File: src/hdl/cffa_pkg.sv
// ----------------------------------------------------------------------------
// cffa_pkg
// Shared constants and types of the chunked first-fit allocator.
// ----------------------------------------------------------------------------
package cffa_pkg;

    // Field widths of the request and response channels.
    localparam int KIND_W   = 1;
    localparam int SIZE_W   = 8;
    localparam int ADDR_W   = 9;
    localparam int STATUS_W = 2;

    // Default geometry.
    localparam int DEF_CHUNK_UNITS = 128;
    localparam int DEF_NUM_CHUNKS  = 4;

    // Units examined per scan cycle.
    localparam int SEG_UNITS = 8;

    // Widest run counter and offset over the supported geometry.
    localparam int RUN_W_MAX = 11;
    localparam int OFF_W_MAX = 10;

    // Request kinds.
    localparam logic [KIND_W-1:0] KIND_ALLOC = 1'b0;
    localparam logic [KIND_W-1:0] KIND_FREE  = 1'b1;

    // Response status codes.
    localparam logic [STATUS_W-1:0] ST_OK        = 2'd0;
    localparam logic [STATUS_W-1:0] ST_BAD_SIZE  = 2'd1;
    localparam logic [STATUS_W-1:0] ST_NO_SPACE  = 2'd2;
    localparam logic [STATUS_W-1:0] ST_NOT_FOUND = 2'd3;

    // Outcome of one scan step over a segment of the occupancy row.
    typedef struct packed {
        logic                 found;
        logic [OFF_W_MAX-1:0] off;
        logic [RUN_W_MAX-1:0] run;
    } scan_res_t;

endpackage

File: src/hdl/cffa_seg_scan.sv
// ----------------------------------------------------------------------------
// cffa_seg_scan
// Free-run counter over one segment of an occupancy row; reports the first
// place where the run reaches the requested size.
// ----------------------------------------------------------------------------
module cffa_seg_scan (
    input  logic [cffa_pkg::SEG_UNITS-1:0] seg_bits,
    input  logic [cffa_pkg::RUN_W_MAX-1:0] run_in,
    input  logic [cffa_pkg::SIZE_W-1:0]    size,
    input  logic [cffa_pkg::OFF_W_MAX-1:0] base,
    output cffa_pkg::scan_res_t            res
);
    import cffa_pkg::*;

    // Walk the segment unit by unit; a used unit restarts the run.
    always_comb
    begin
        logic [RUN_W_MAX-1:0] run;
        logic                 found;
        logic [31:0]          off;
        run   = run_in;
        found = 1'b0;
        off   = '0;
        for (int j = 0; j < SEG_UNITS; j++)
        begin
            if (!found)
            begin
                if (seg_bits[j])
                begin
                    run = '0;
                end
                else
                begin
                    run = run + 1'b1;
                    if (run == RUN_W_MAX'(size))
                    begin
                        found = 1'b1;
                        off   = 32'(base) + 32'(j) + 32'd1 - 32'(size);
                    end
                end
            end
        end
        res.found = found;
        res.off   = off[OFF_W_MAX-1:0];
        res.run   = run;
    end
endmodule

File: config.mk
export PLATFORM = sky130hd
export DESIGN_NAME = cffa_seg_scan
export DESIGN_NICKNAME = d
export VERILOG_FILES = /design/src/hdl/cffa_pkg.sv /design/src/hdl/cffa_seg_scan.sv
export SDC_FILE = /design/constraint.sdc
export NUM_CORES = 1
export LEC_CHECK = 0
export BUFFER_PORTS_ARGS = -buffer_cell sky130_fd_sc_hd__buf_2
export CAP_MARGIN = 0
export CORE_MARGIN = 2
export CORE_UTILIZATION = 25
export DETAILED_ROUTE_END_ITERATION = 10
export SYNTH_ARGS = -nofsm -noshare
export SYNTH_HDL_FRONTEND = slang
export SYNTH_SLANG_ARGS = --single-unit
File: constraint.sdc
create_clock -name vclk -period 35.6
set_input_delay 10.68 -clock vclk [all_inputs]
set_output_delay 10.68 -clock vclk [all_outputs]
set_load 0.005 [all_outputs]
# ---- Yosys cells after proc, flatten, opt, wreduce, memory -nomap -nowiden
# Cells that the tools add are included.
dict set report word_totals {
  reg_bits 0
  latchBits 0
  ramBits 0
  mem_bits_ro 0
  inputBits 37
  out_inout_bits 22
  elab_cells 99
  memories 0
}
dict set report op_classes {
  addsub 30
  n_mul 0
  n_div 0
  order_cmp 0
  n_eq_ne 8
  shifts 0
  muxes 61
  bitwise_logic 0
  reduce_logical 0
}
# operator n
set ops {}
lappend ops {{10-bit 2-to-1 mux} 23}
lappend ops {{11-bit 2-to-1 mux} 15}
lappend ops {{11-bit by 1-bit adder with 11-bit output (second input constant)} 8}
lappend ops {{11-bit by 8-bit == test with 1-bit output} 8}
lappend ops {{10-bit by 1-bit adder with 10-bit output (second input constant)} 8}
lappend ops {{10-bit by 8-bit subtractor with 10-bit output} 8}
lappend ops {{10-bit by 3-bit adder with 10-bit output (second input constant)} 4}
lappend ops {{1-bit 2-to-1 mux} 23}
lappend ops {{10-bit by 2-bit adder with 10-bit output (second input constant)} 2}

# ---- Longest topological paths before layout
# Gate-level depths: netlist (run 1).
dict set report logic_depth {
  word_depth 25
  depth_mapped 55
  mapped_depth_nobuf 45
}

# ---- Worst setup path before layout (run 1)
# Ideal clock, no wire load.
dict set report synth_timing {
  path_kind {in2out}
  startpoint {input port run_in[0] in the netlist's numbering}
  endpoint {output port res[16] in the netlist's numbering}
  arrival_ns 21.068
  required_ns 24.920
  path_slack_ns 3.852
  cell_stages 48
  n_path_buf 9
  path_cell_list {ha_1 buf_4 nand3_2 or4_1 o21ai_1 or2_2 clkbuf_1 and3_1 buf_4 mux2_2 ha_1 buf_1 nand2_1 nor4_1 nand4_1 o31ai_2 mux2i_1 o2111ai_1 [... 12 more ...] clkbuf_1 a21o_1 clkbuf_1 nor2_1 a21oi_1 ha_1 nand3_1 mux2_2 a21oi_1 a22oi_1 nor3_1 nor2_1 nor4b_2 xnor2_1 nand4_1 nor4b_4 a21oi_1 and3_1}
}
# item line
set synth_lines {}
lappend synth_lines {{start, declared} cffa_seg_scan.sv:8} ;# input logic [cffa_pkg::RUN_W_MAX-1:0] run_in,
lappend synth_lines {{end, declared} cffa_seg_scan.sv:11} ;# output cffa_pkg::scan_res_t res

==> results of run 1 <==
through the flow:
| step | instances | power (mW) | utilization (%) | setup slack (ns) |
|---|---|---|---|---|
| global route | 1889 | 0.1301 | 26.79 | 0.2411 |
| global placement | 1889 | 0.1146 | 26.78 | 0.6851 |
| detailed placement | 1889 | 0.1158 | 26.78 | 0.6830 |
| finish | 1889 | 0.1184 | 26.79 | 1.139 |
| CTS | 1889 | 0.1165 | 26.78 | 0.6281 |
| floorplan | 1399 | 0.08760 | - | 3.852 |
per-layer routing:
metal / global-route usage (%) / wire length (um) / vias to the layer above
li1: - / - / 5222
met1: 23.64 / 15430 / 5322
met2: 30.58 / 16880 / 554
met3: 1.993 / 2619 / 101
met4: 5.597 / 1186 / 2
met5: 0 / 13 / -
logic make-up after synthesis:
family / share of synthesized area [%]
xor+xnor: 13.80
mux: 2.891
fa+ha+maj: 10.05
compound gates: 32.65
buf+inv: 6.750
simple gates: 33.86
cells in the mapped netlist (13+ instances only):
cell and n:
sky130_fd_sc_hd__nand4_1 23, sky130_fd_sc_hd__clkbuf_1 52, sky130_fd_sc_hd__a21o_1 26, sky130_fd_sc_hd__xnor2_1 95, sky130_fd_sc_hd__ha_1 55, sky130_fd_sc_hd__o21ai_0 63
sky130_fd_sc_hd__nand2_1 111, sky130_fd_sc_hd__o211ai_1 17, sky130_fd_sc_hd__a31oi_1 17, sky130_fd_sc_hd__nor4_1 25, sky130_fd_sc_hd__o22ai_1 20, sky130_fd_sc_hd__o21bai_1 14
sky130_fd_sc_hd__and3_1 25, sky130_fd_sc_hd__or3_1 20, sky130_fd_sc_hd__nor2_1 136, sky130_fd_sc_hd__and2_1 14, sky130_fd_sc_hd__xor2_1 34, sky130_fd_sc_hd__a21oi_1 93
sky130_fd_sc_hd__nor3_1 57, sky130_fd_sc_hd__buf_2 20, sky130_fd_sc_hd__inv_1 54, sky130_fd_sc_hd__nand3_1 70, sky130_fd_sc_hd__fa_1 13, sky130_fd_sc_hd__mux2i_1 15
tightest hold or removal path, stage by stage:
cell                     delay (ns)
sky130_fd_sc_hd__buf_2         0.20
sky130_fd_sc_hd__nor3_1        0.09
sky130_fd_sc_hd__buf_2         0.13
path summary, 6_finish.rpt:
kind / end / cells past startpoint
worst min-delay path: res[8] / 3
worst max-delay path: res[16] / 42
power groups by stage:
stage / logic [mW] / clock network, mW / registers (mW)
2_1_floorplan: 0.0876 / 0 / 0
3_3_place_gp: 0.115 / 0 / 0
3_5_place_dp: 0.116 / 0 / 0
4_1_cts: 0.117 / 0 / 0
5_1_grt: 0.130 / 0 / 0
6_report: 0.118 / 0 / 0
layout make-up:
type | instances | area, um^2
Fill cell | 4154 | 27380
Multi-Input combinational cell | 1252 | 8805
Tap cell | 511 | 639.4
Timing Repair Buffer | 67 | 355.3
Inverter | 59 | 221.5
==> reports/qor.json, run 1 <==
{
  "wire_length_of_the_first_global_routing_pass": {"value": 57.59, "unit": "mm"},
  "post_cts_hold_buffer_count": {"value": 0},
  "critical-path-slowest-cell": {"value": "sky130_fd_sc_hd__or4_1"},
  "area.growth.synth_to_final": {"value": 6.206, "unit": "%"},
  "synth-seq-area-share": {"value": 0, "unit": "%"},
  "synth.distinct_cells": {"value": 122},
  "critPathArrivalTime": {"value": 23.78, "unit": "ns"},
  "nNetsFinal": {"value": 1485},
  "detailedRoute.firstIterationViolations": {"value": 1331},
  "hpwlAfterDp": {"value": 28.22, "unit": "mm"},
  "routedWlPerCell": {"value": 19.12, "unit": "um"},
  "clockBufferCount": {"value": 0},
  "timing.final.crit_share": {"value": 96.80, "unit": "%"},
  "mostFrequentLayoutCell": {"value": "sky130_fd_sc_hd__nor2_1"},
  "post_synth_main_area_contributors": {"value": "sky130_fd_sc_hd__xnor2_1, sky130_fd_sc_hd__ha_1, sky130_fd_sc_hd__nor2_1, sky130_fd_sc_hd__a21oi_1, sky130_fd_sc_hd__nand2_1"},
  "grt_pass1_vias": {"value": 10456},
  "worstPathMaxFanout": {"value": 22},
  "finalHoldViolCount": {"value": 0},
  "pwr-share-seq": {"value": 0, "unit": "%"},
  "worst-setup-path-type": {"value": "input pin to output port"},
  "setup_viol_count_final": {"value": 0},
  "drt_pass1_iterations": {"value": 5},
  "finalInstanceArea": {"value": 10020, "unit": "um^2"},
  "ys.warnings.count": {"value": 0},
  "grt_setup_unrepaired": {"value": "false"},
  "netSwitchingPower": {"value": 74.33, "unit": "uW"},
  "die-area": {"value": 39310, "unit": "um^2"},
  "detailroute.via_count": {"value": 11201},
  "initial_utilization": {"value": 25.23, "unit": "%"},
  "timing.setup.tns": {"value": 0, "unit": "ns"},
  "syn-cell-area": {"value": 9435, "unit": "um^2"},
  "core_area": {"value": 37400, "unit": "um^2"},
  "clock_power_share": {"value": 0, "unit": "%"},
  "period_needed": {"value": 34.46, "unit": "ns"},
  "synthesis.instances": {"value": 1399},
  "postCtsSetupRepairBufs": {"value": 0},
  "max_slew.worst_pin.slew": {"value": 0.9599, "unit": "ns"},
  "area.sequential": {"value": 0, "unit": "um^2"},
  "status": {"value": "complete, no violations"},
  "portBuffers": {"value": 59},
  "power.density": {"value": 11.82, "unit": "nW/um^2"},
  "pin_count_of_the_biggest_net_entering_global_routing": {"value": 27},
  "leakagePower": {"value": 3.665, "unit": "nW"},
  "worst_path_dominant_cell_family": {"value": "simple AND/OR/NAND/NOR gates"},
  "worst_ep_required_time": {"value": 24.92, "unit": "ns"},
  "ir_worst_vdd": {"value": 0.006107, "unit": "mV"},
  "sw_frac_of_total": {"value": 62.75, "unit": "%"},
  "rd_place_congestion": {"value": 0.9573},
  "combinationalPowerShare": {"value": 100.0, "unit": "%"},
  "global_route.usage.total": {"value": 17.96, "unit": "%"},
  "layout-drive-gt1-share": {"value": 11.47, "unit": "%"},
  "route.final.wire_length": {"value": 36.13, "unit": "mm"},
  "drtAntennaViolNets": {"value": 0},
  "max_freq": {"value": 29.02, "unit": "MHz"},
  "relSlewSlack": {"value": 35.77, "unit": "%"},
  "hold_path_class": {"value": "input pin to output port"},
  "n_sequential_cell": {"value": 0},
  "cell_taking_the_most_area_after_synthesis": {"value": "sky130_fd_sc_hd__xnor2_1"},
  "antenna_found_initial": {"value": 1},
  "mean_syn_cell_area": {"value": 6.744, "unit": "um^2"},
  "postCtsResizedCells": {"value": 0},
  "worstSetupEndpointType": {"value": "output port"},
  "cap_violations": {"value": 0},
  "slew_viol_final": {"value": 0},
  "floorplan.io_pins": {"value": 59},
  "grt_overflow_total": {"value": 0},
  "floorplan.rows": {"value": 71},
  "crit_start": {"value": "run_in[0]"},
  "cp_common_cell": {"value": "sky130_fd_sc_hd__ha_1"},
  "antennaDiodeCount": {"value": 0},
  "critical_path_buf_inv_count": {"value": 3},
  "number_of_remaining_drc_errors": {"value": 0},
  "worst_hold_startpoint": {"value": "seg_bits[7]"},
  "cell_internal_power": {"value": 44.11, "unit": "uW"},
  "worst_path_largest_cell_delay": {"value": 0.67, "unit": "ns"},
  "worst_case_hold_slack": {"value": 21.77, "unit": "ns"},
  "detail_route.vias_per_cell": {"value": 5.930},
  "syn-num-nets": {"value": 1504},
  "dpl_cell_area": {"value": 10010, "unit": "um^2"},
  "commonest_cells_after_routing_fill_and_taps_aside": {"value": "sky130_fd_sc_hd__nor2_1, sky130_fd_sc_hd__nand2_1, sky130_fd_sc_hd__xnor2_1, sky130_fd_sc_hd__a21oi_1, sky130_fd_sc_hd__nand3_1"},
  "critical_path.startpoint_type": {"value": "input pin"},
  "netlist.area_leader.share": {"value": 8.818, "unit": "%"},
  "dieHeight": {"value": 198.3, "unit": "um"},
  "die_x": {"value": 198.3, "unit": "um"}
}
(Power assumes the default switching activity.)
==> run 2: changes to the inputs <==
--- a/config.mk
+++ b/config.mk
@@ -7,3 +7,2 @@
 export LEC_CHECK = 0
-export BUFFER_PORTS_ARGS = -buffer_cell sky130_fd_sc_hd__buf_2
 export CAP_MARGIN = 0
@@ -12,2 +11,3 @@
 export DETAILED_ROUTE_END_ITERATION = 10
+export DONT_BUFFER_PORTS = 1
 export SYNTH_ARGS = -nofsm -noshare
==> constraint.sdc (replaced) <==
create_clock -name vclk -period 35.6
set_input_delay 5.34 -clock vclk [all_inputs]
set_output_delay 5.34 -clock vclk [all_outputs]
set_load 0.005 [all_outputs]
==> run 2 against run 1 <==
Net effect: worst hold slack got worse by 11 ns; via count fell by 1.4%; sequential share of layout area did not move; critical path depth fell by 3; clock-buffer cell count did not move; power fell by 9.4%; sequential cell count did not move; global-route usage fell by 0.13 points; final area fell by 3.2%; first-iteration DRC count rose by 2.0%; highest routed layer is now met4.
==> reports/qor.json, run 2 (synthesized netlist as in run 1, its figures left out) <==
{
  "status": {"value": "complete, no violations"},
  "highest-signal-layer": {"value": "met4"},
  "number_of_remaining_drc_errors": {"value": 0},
  "setup_viol_count_final": {"value": 0},
  "worst-setup-path-type": {"value": "input pin to output port"},
  "area.growth.synth_to_final": {"value": 2.772, "unit": "%"},
  "area.sequential": {"value": 0, "unit": "um^2"},
  "leakagePower": {"value": 3.390, "unit": "nW"},
  "portBuffers": {"value": 0},
  "antennaDiodeCount": {"value": 0},
  "worst_path_largest_cell_delay": {"value": 0.78, "unit": "ns"},
  "hold_path_class": {"value": "input pin to output port"},
  "antenna_found_initial": {"value": 0},
  "worstSetupEndpointType": {"value": "output port"},
  "post_cts_hold_buffer_count": {"value": 0},
  "worst_path_dominant_cell_family": {"value": "simple AND/OR/NAND/NOR gates"},
  "n_sequential_cell": {"value": 0},
  "timing.setup.tns": {"value": 0, "unit": "ns"},
  "finalHoldViolCount": {"value": 0},
  "grt_setup_unrepaired": {"value": "false"},
  "commonest_cells_after_routing_fill_and_taps_aside": {"value": "sky130_fd_sc_hd__nor2_1, sky130_fd_sc_hd__nand2_1, sky130_fd_sc_hd__xnor2_1, sky130_fd_sc_hd__a21oi_1, sky130_fd_sc_hd__nand3_1"},
  "wire_length_of_the_first_global_routing_pass": {"value": 56.84, "unit": "mm"},
  "max_slew.worst_pin.slew": {"value": 0.9815, "unit": "ns"},
  "timing.final.crit_share": {"value": 69.10, "unit": "%"},
  "detail_route.vias_per_cell": {"value": 6.044},
  "drtAntennaViolNets": {"value": 0},
  "critPathArrivalTime": {"value": 19.26, "unit": "ns"},
  "final-instance-count-excl-fill": {"value": 1827},
  "mostFrequentLayoutCell": {"value": "sky130_fd_sc_hd__nor2_1"},
  "nNetsFinal": {"value": 1423},
  "layout-drive-gt1-share": {"value": 7.067, "unit": "%"},
  "slew_viol_final": {"value": 0},
  "clockBufferCount": {"value": 0},
  "pin_count_of_the_biggest_net_entering_global_routing": {"value": 27},
  "route.final.wire_length": {"value": 36.29, "unit": "mm"},
  "postCtsResizedCells": {"value": 0},
  "met2_length": {"value": 16.64, "unit": "mm"},
  "wl_met3": {"value": 3.512, "unit": "mm"},
  "grt_overflow_total": {"value": 0},
  "detailroute.via_count": {"value": 11042},
  "cap_violations": {"value": 0},
  "grt_pass1_vias": {"value": 10280},
  "floorplan.io_pins": {"value": 59},
  "core_area": {"value": 37400, "unit": "um^2"},
  "fillerInstances": {"value": 4102},
  "max_freq": {"value": 40.65, "unit": "MHz"},
  "drt_pass1_iterations": {"value": 6},
  "detailedRoute.firstIterationViolations": {"value": 1358},
  "hpwlAfterDp": {"value": 28.27, "unit": "mm"},
  "postCtsSetupRepairBufs": {"value": 0},
  "global_route.usage.total": {"value": 17.83, "unit": "%"},
  "power.density": {"value": 11.07, "unit": "nW/um^2"},
  "critical_path.startpoint_type": {"value": "input pin"},
  "relSlewSlack": {"value": 32.69, "unit": "%"},
  "ir_worst_vdd": {"value": 0.006653, "unit": "mV"},
  "initial_utilization": {"value": 25.23, "unit": "%"},
  "critical-path-slowest-cell": {"value": "sky130_fd_sc_hd__o21ai_2"},
  "routedWlPerCell": {"value": 19.86, "unit": "um"},
  "dieHeight": {"value": 198.3, "unit": "um"},
  "period_needed": {"value": 24.60, "unit": "ns"},
  "rd_place_congestion": {"value": 1.013},
  "dpl.cell_count": {"value": 1827},
  "met1_routed_wirelength_after_detailed_routing": {"value": 14.81, "unit": "mm"},
  "die_x": {"value": 198.3, "unit": "um"},
  "worstPathMaxFanout": {"value": 22},
  "worst_ep_required_time": {"value": 30.26, "unit": "ns"},
  "critical_path_buf_inv_count": {"value": 0},
  "floorplan.rows": {"value": 71},
  "die-area": {"value": 39310, "unit": "um^2"}
}
==> run 2: changes by cell type in the layout (fill, tap and decap cells not counted), sizes merged <==
| cell | previous run | this run |
|---|---|---|
| buf | 67 | 5 |
==> run 2: area by class of cell <==
cell class,count,area [um^2],share of cell area [%]
multi-input cells,1252,8798,90.74
inverters,59,221.5,2.284
well taps,511,639.4,6.594
repair buffers,5,37.54,0.3871
==> run 2: power breakdown <==
group	internal [mW]	total [mW]	leakage, nW	switching [mW]
Clock	0	0	0	0
Sequential	0	0	0	0
Combinational	0.0420	0.107	3.39	0.0653
==> run 2: final timing paths <==
check / startpoint / end / slack, ns / depth (start not counted)
setup / recovery: run_in[0] / res[13] / 11.00 / 39
hold / removal: seg_bits[7] / res[9] / 10.73 / 1
==> run 2: through the flow <==
stage | power (mW) | hold slack (ns) | util, % | area [um^2] | setup WS, ns
2_1_floorplan | 0.08760 | 10.99 | - | 9435 | 14.53
3_3_place_gp | 0.1038 | 10.73 | 25.93 | 9697 | 11.29
3_5_place_dp | 0.1047 | 10.73 | 25.93 | 9697 | 11.30
4_1_cts | 0.1054 | 10.73 | 25.93 | 9697 | 11.25
5_1_grt | 0.1183 | 10.74 | 25.93 | 9697 | 10.19
6_report | 0.1073 | 10.73 | 25.93 | 9697 | 11.00
==> run 2: per-layer routing <==
metal,vias up,GRT usage (%)
li1,5113,-
met1,5221,22.92
met2,597,29.77
met3,111,3.236
met4,0,6.238
met5,-,0
==> run 3: changes to the inputs <==
Clock period 35.6 ns to 25 ns, I/O delays scaled along.
==> run 3 against run 2 <==
Net effect: power grew 42%; die area is the same; via count shrank 0.20%; combinational power grew 42%; non-clock buffer count is the same; cell count is the same; critical path depth is the same; sequential cell count is the same; routed wire length shrank 0.71%; worst setup slack lost 7.5 ns; global-route usage shrank 0.20 points; final area is the same.
==> reports/qor.json, run 3 (synthesized netlist as in run 1, its figures left out) <==
{
  "status": {"value": "complete, no violations"},
  "die-area": {"value": 39310, "unit": "um^2"},
  "grt_setup_unrepaired": {"value": "false"},
  "leakagePower": {"value": 3.390, "unit": "nW"},
  "timing.final.crit_share": {"value": 85.96, "unit": "%"},
  "floorplan.io_pins": {"value": 59},
  "clockBufferCount": {"value": 0},
  "detailedRoute.firstIterationViolations": {"value": 1293},
  "drt_pass1_iterations": {"value": 6},
  "rd_place_congestion": {"value": 1.012},
  "commonest_cells_after_routing_fill_and_taps_aside": {"value": "sky130_fd_sc_hd__nor2_1, sky130_fd_sc_hd__nand2_1, sky130_fd_sc_hd__xnor2_1, sky130_fd_sc_hd__a21oi_1, sky130_fd_sc_hd__nand3_1"},
  "nNetsFinal": {"value": 1423},
  "mostFrequentLayoutCell": {"value": "sky130_fd_sc_hd__nor2_1"},
  "fin_total_pwr": {"value": 152.3, "unit": "uW"},
  "initial_utilization": {"value": 25.23, "unit": "%"},
  "critPathArrivalTime": {"value": 17.74, "unit": "ns"},
  "antennaDiodeCount": {"value": 0},
  "cell_internal_power": {"value": 59.78, "unit": "uW"},
  "pin_count_of_the_biggest_net_entering_global_routing": {"value": 27},
  "wire_length_of_the_first_global_routing_pass": {"value": 56.25, "unit": "mm"},
  "hold_path_class": {"value": "input pin to output port"},
  "antenna_found_initial": {"value": 0},
  "ir_worst_vdd": {"value": 0.009712, "unit": "mV"},
  "sw_frac_of_total": {"value": 60.76, "unit": "%"},
  "setup_viol_count_final": {"value": 0},
  "fillerInstances": {"value": 4163},
  "max_slew.worst_pin.slew": {"value": 0.9805, "unit": "ns"},
  "detail_route.vias_per_cell": {"value": 6.032},
  "worst_ep_required_time": {"value": 21.25, "unit": "ns"},
  "global_route.usage.total": {"value": 17.63, "unit": "%"},
  "postLayoutCoreUtil": {"value": 25.93, "unit": "%"},
  "worstPathMaxFanout": {"value": 22},
  "worst_path_largest_cell_delay": {"value": 0.81, "unit": "ns"},
  "slew_viol_final": {"value": 0},
  "grt_overflow_total": {"value": 0},
  "number_of_remaining_drc_errors": {"value": 0},
  "relSlewSlack": {"value": 34.39, "unit": "%"},
  "postCtsSetupRepairBufs": {"value": 0},
  "area.sequential": {"value": 0, "unit": "um^2"},
  "core_area": {"value": 37400, "unit": "um^2"},
  "worstSetupEndpointType": {"value": "output port"},
  "clock_power_share": {"value": 0, "unit": "%"},
  "routedWlPerCell": {"value": 19.72, "unit": "um"},
  "combined_area_of_the_multi_input_logic_cells": {"value": 8798, "unit": "um^2"},
  "worst_case_hold_slack": {"value": 7.551, "unit": "ns"},
  "n_sequential_cell": {"value": 0},
  "timing.setup.tns": {"value": 0, "unit": "ns"},
  "die_x": {"value": 198.3, "unit": "um"},
  "route.final.wire_length": {"value": 36.03, "unit": "mm"},
  "netSwitchingPower": {"value": 92.56, "unit": "uW"},
  "layout-drive-gt1-share": {"value": 7.067, "unit": "%"},
  "combinationalPowerShare": {"value": 100.0, "unit": "%"},
  "post-route-worst-setup-slack": {"value": 3.510, "unit": "ns"},
  "cp_common_cell": {"value": "sky130_fd_sc_hd__ha_1"},
  "placement.setup.worst_slack": {"value": 3.890, "unit": "ns"},
  "floorplan.rows": {"value": 71},
  "power.density": {"value": 15.71, "unit": "nW/um^2"},
  "drtAntennaViolNets": {"value": 0},
  "finalHoldViolCount": {"value": 0},
  "hpwlAfterDp": {"value": 28.26, "unit": "mm"},
  "critical_path.startpoint_type": {"value": "input pin"},
  "post_cts_hold_buffer_count": {"value": 0},
  "critical-path-slowest-cell": {"value": "sky130_fd_sc_hd__o21ai_2"},
  "dieHeight": {"value": 198.3, "unit": "um"},
  "grt_pass1_vias": {"value": 10165},
  "postCtsResizedCells": {"value": 0},
  "detailroute.via_count": {"value": 11020},
  "max_freq": {"value": 46.53, "unit": "MHz"},
  "portBuffers": {"value": 0},
  "area.growth.synth_to_final": {"value": 2.772, "unit": "%"},
  "critical_path_buf_inv_count": {"value": 0},
  "worst-setup-path-type": {"value": "input pin to output port"},
  "cap_violations": {"value": 0},
  "pwr-share-seq": {"value": 0, "unit": "%"},
  "period_needed": {"value": 21.49, "unit": "ns"},
  "worst_path_dominant_cell_family": {"value": "simple AND/OR/NAND/NOR gates"}
}
run 3: cell counts in the layout (fill, tap and decap cells not counted):
Identical to the previous run, type by type.
run 3: metal layers:
layer	up-vias	routed length (um)	GRT usage, %
met3	97	2984	2.555
li1	5106	-	-
met1	5247	15120	22.89
met5	-	0	0
met4	0	1126	5.347
met2	570	16790	30.02
run 3: power by group through the flow:
stage / registers (mW) / clock network [mW] / logic (mW)
after detailed placement: 0 / 0 / 0.149
after floorplan: 0 / 0 / 0.125
after global placement: 0 / 0 / 0.148
after global routing: 0 / 0 / 0.168
after CTS: 0 / 0 / 0.150
final: 0 / 0 / 0.152
run 3: final cells by class:
| type | instances | area share (%) |
|---|---|---|
| Tap cell | 511 | 6.594 |
| Inverter | 59 | 2.284 |
| Multi-Input combinational cell | 1252 | 90.74 |
| Timing Repair Buffer | 5 | 0.3871 |
run 3: worst paths after layout:
| path | start | endpoint | slack, ns | cells past startpoint |
|---|---|---|---|---|
| max | run_in[0] | res[13] | 3.51 | 39 |
| min | seg_bits[7] | res[9] | 7.55 | 1 |
run 3: metrics by stage:
stage | cells | instance area [um^2]
floorplan | 1399 | 9435
global placement | 1827 | 9697
detailed placement | 1827 | 9697
CTS | 1827 | 9697
global route | 1827 | 9697
finish | 1827 | 9697
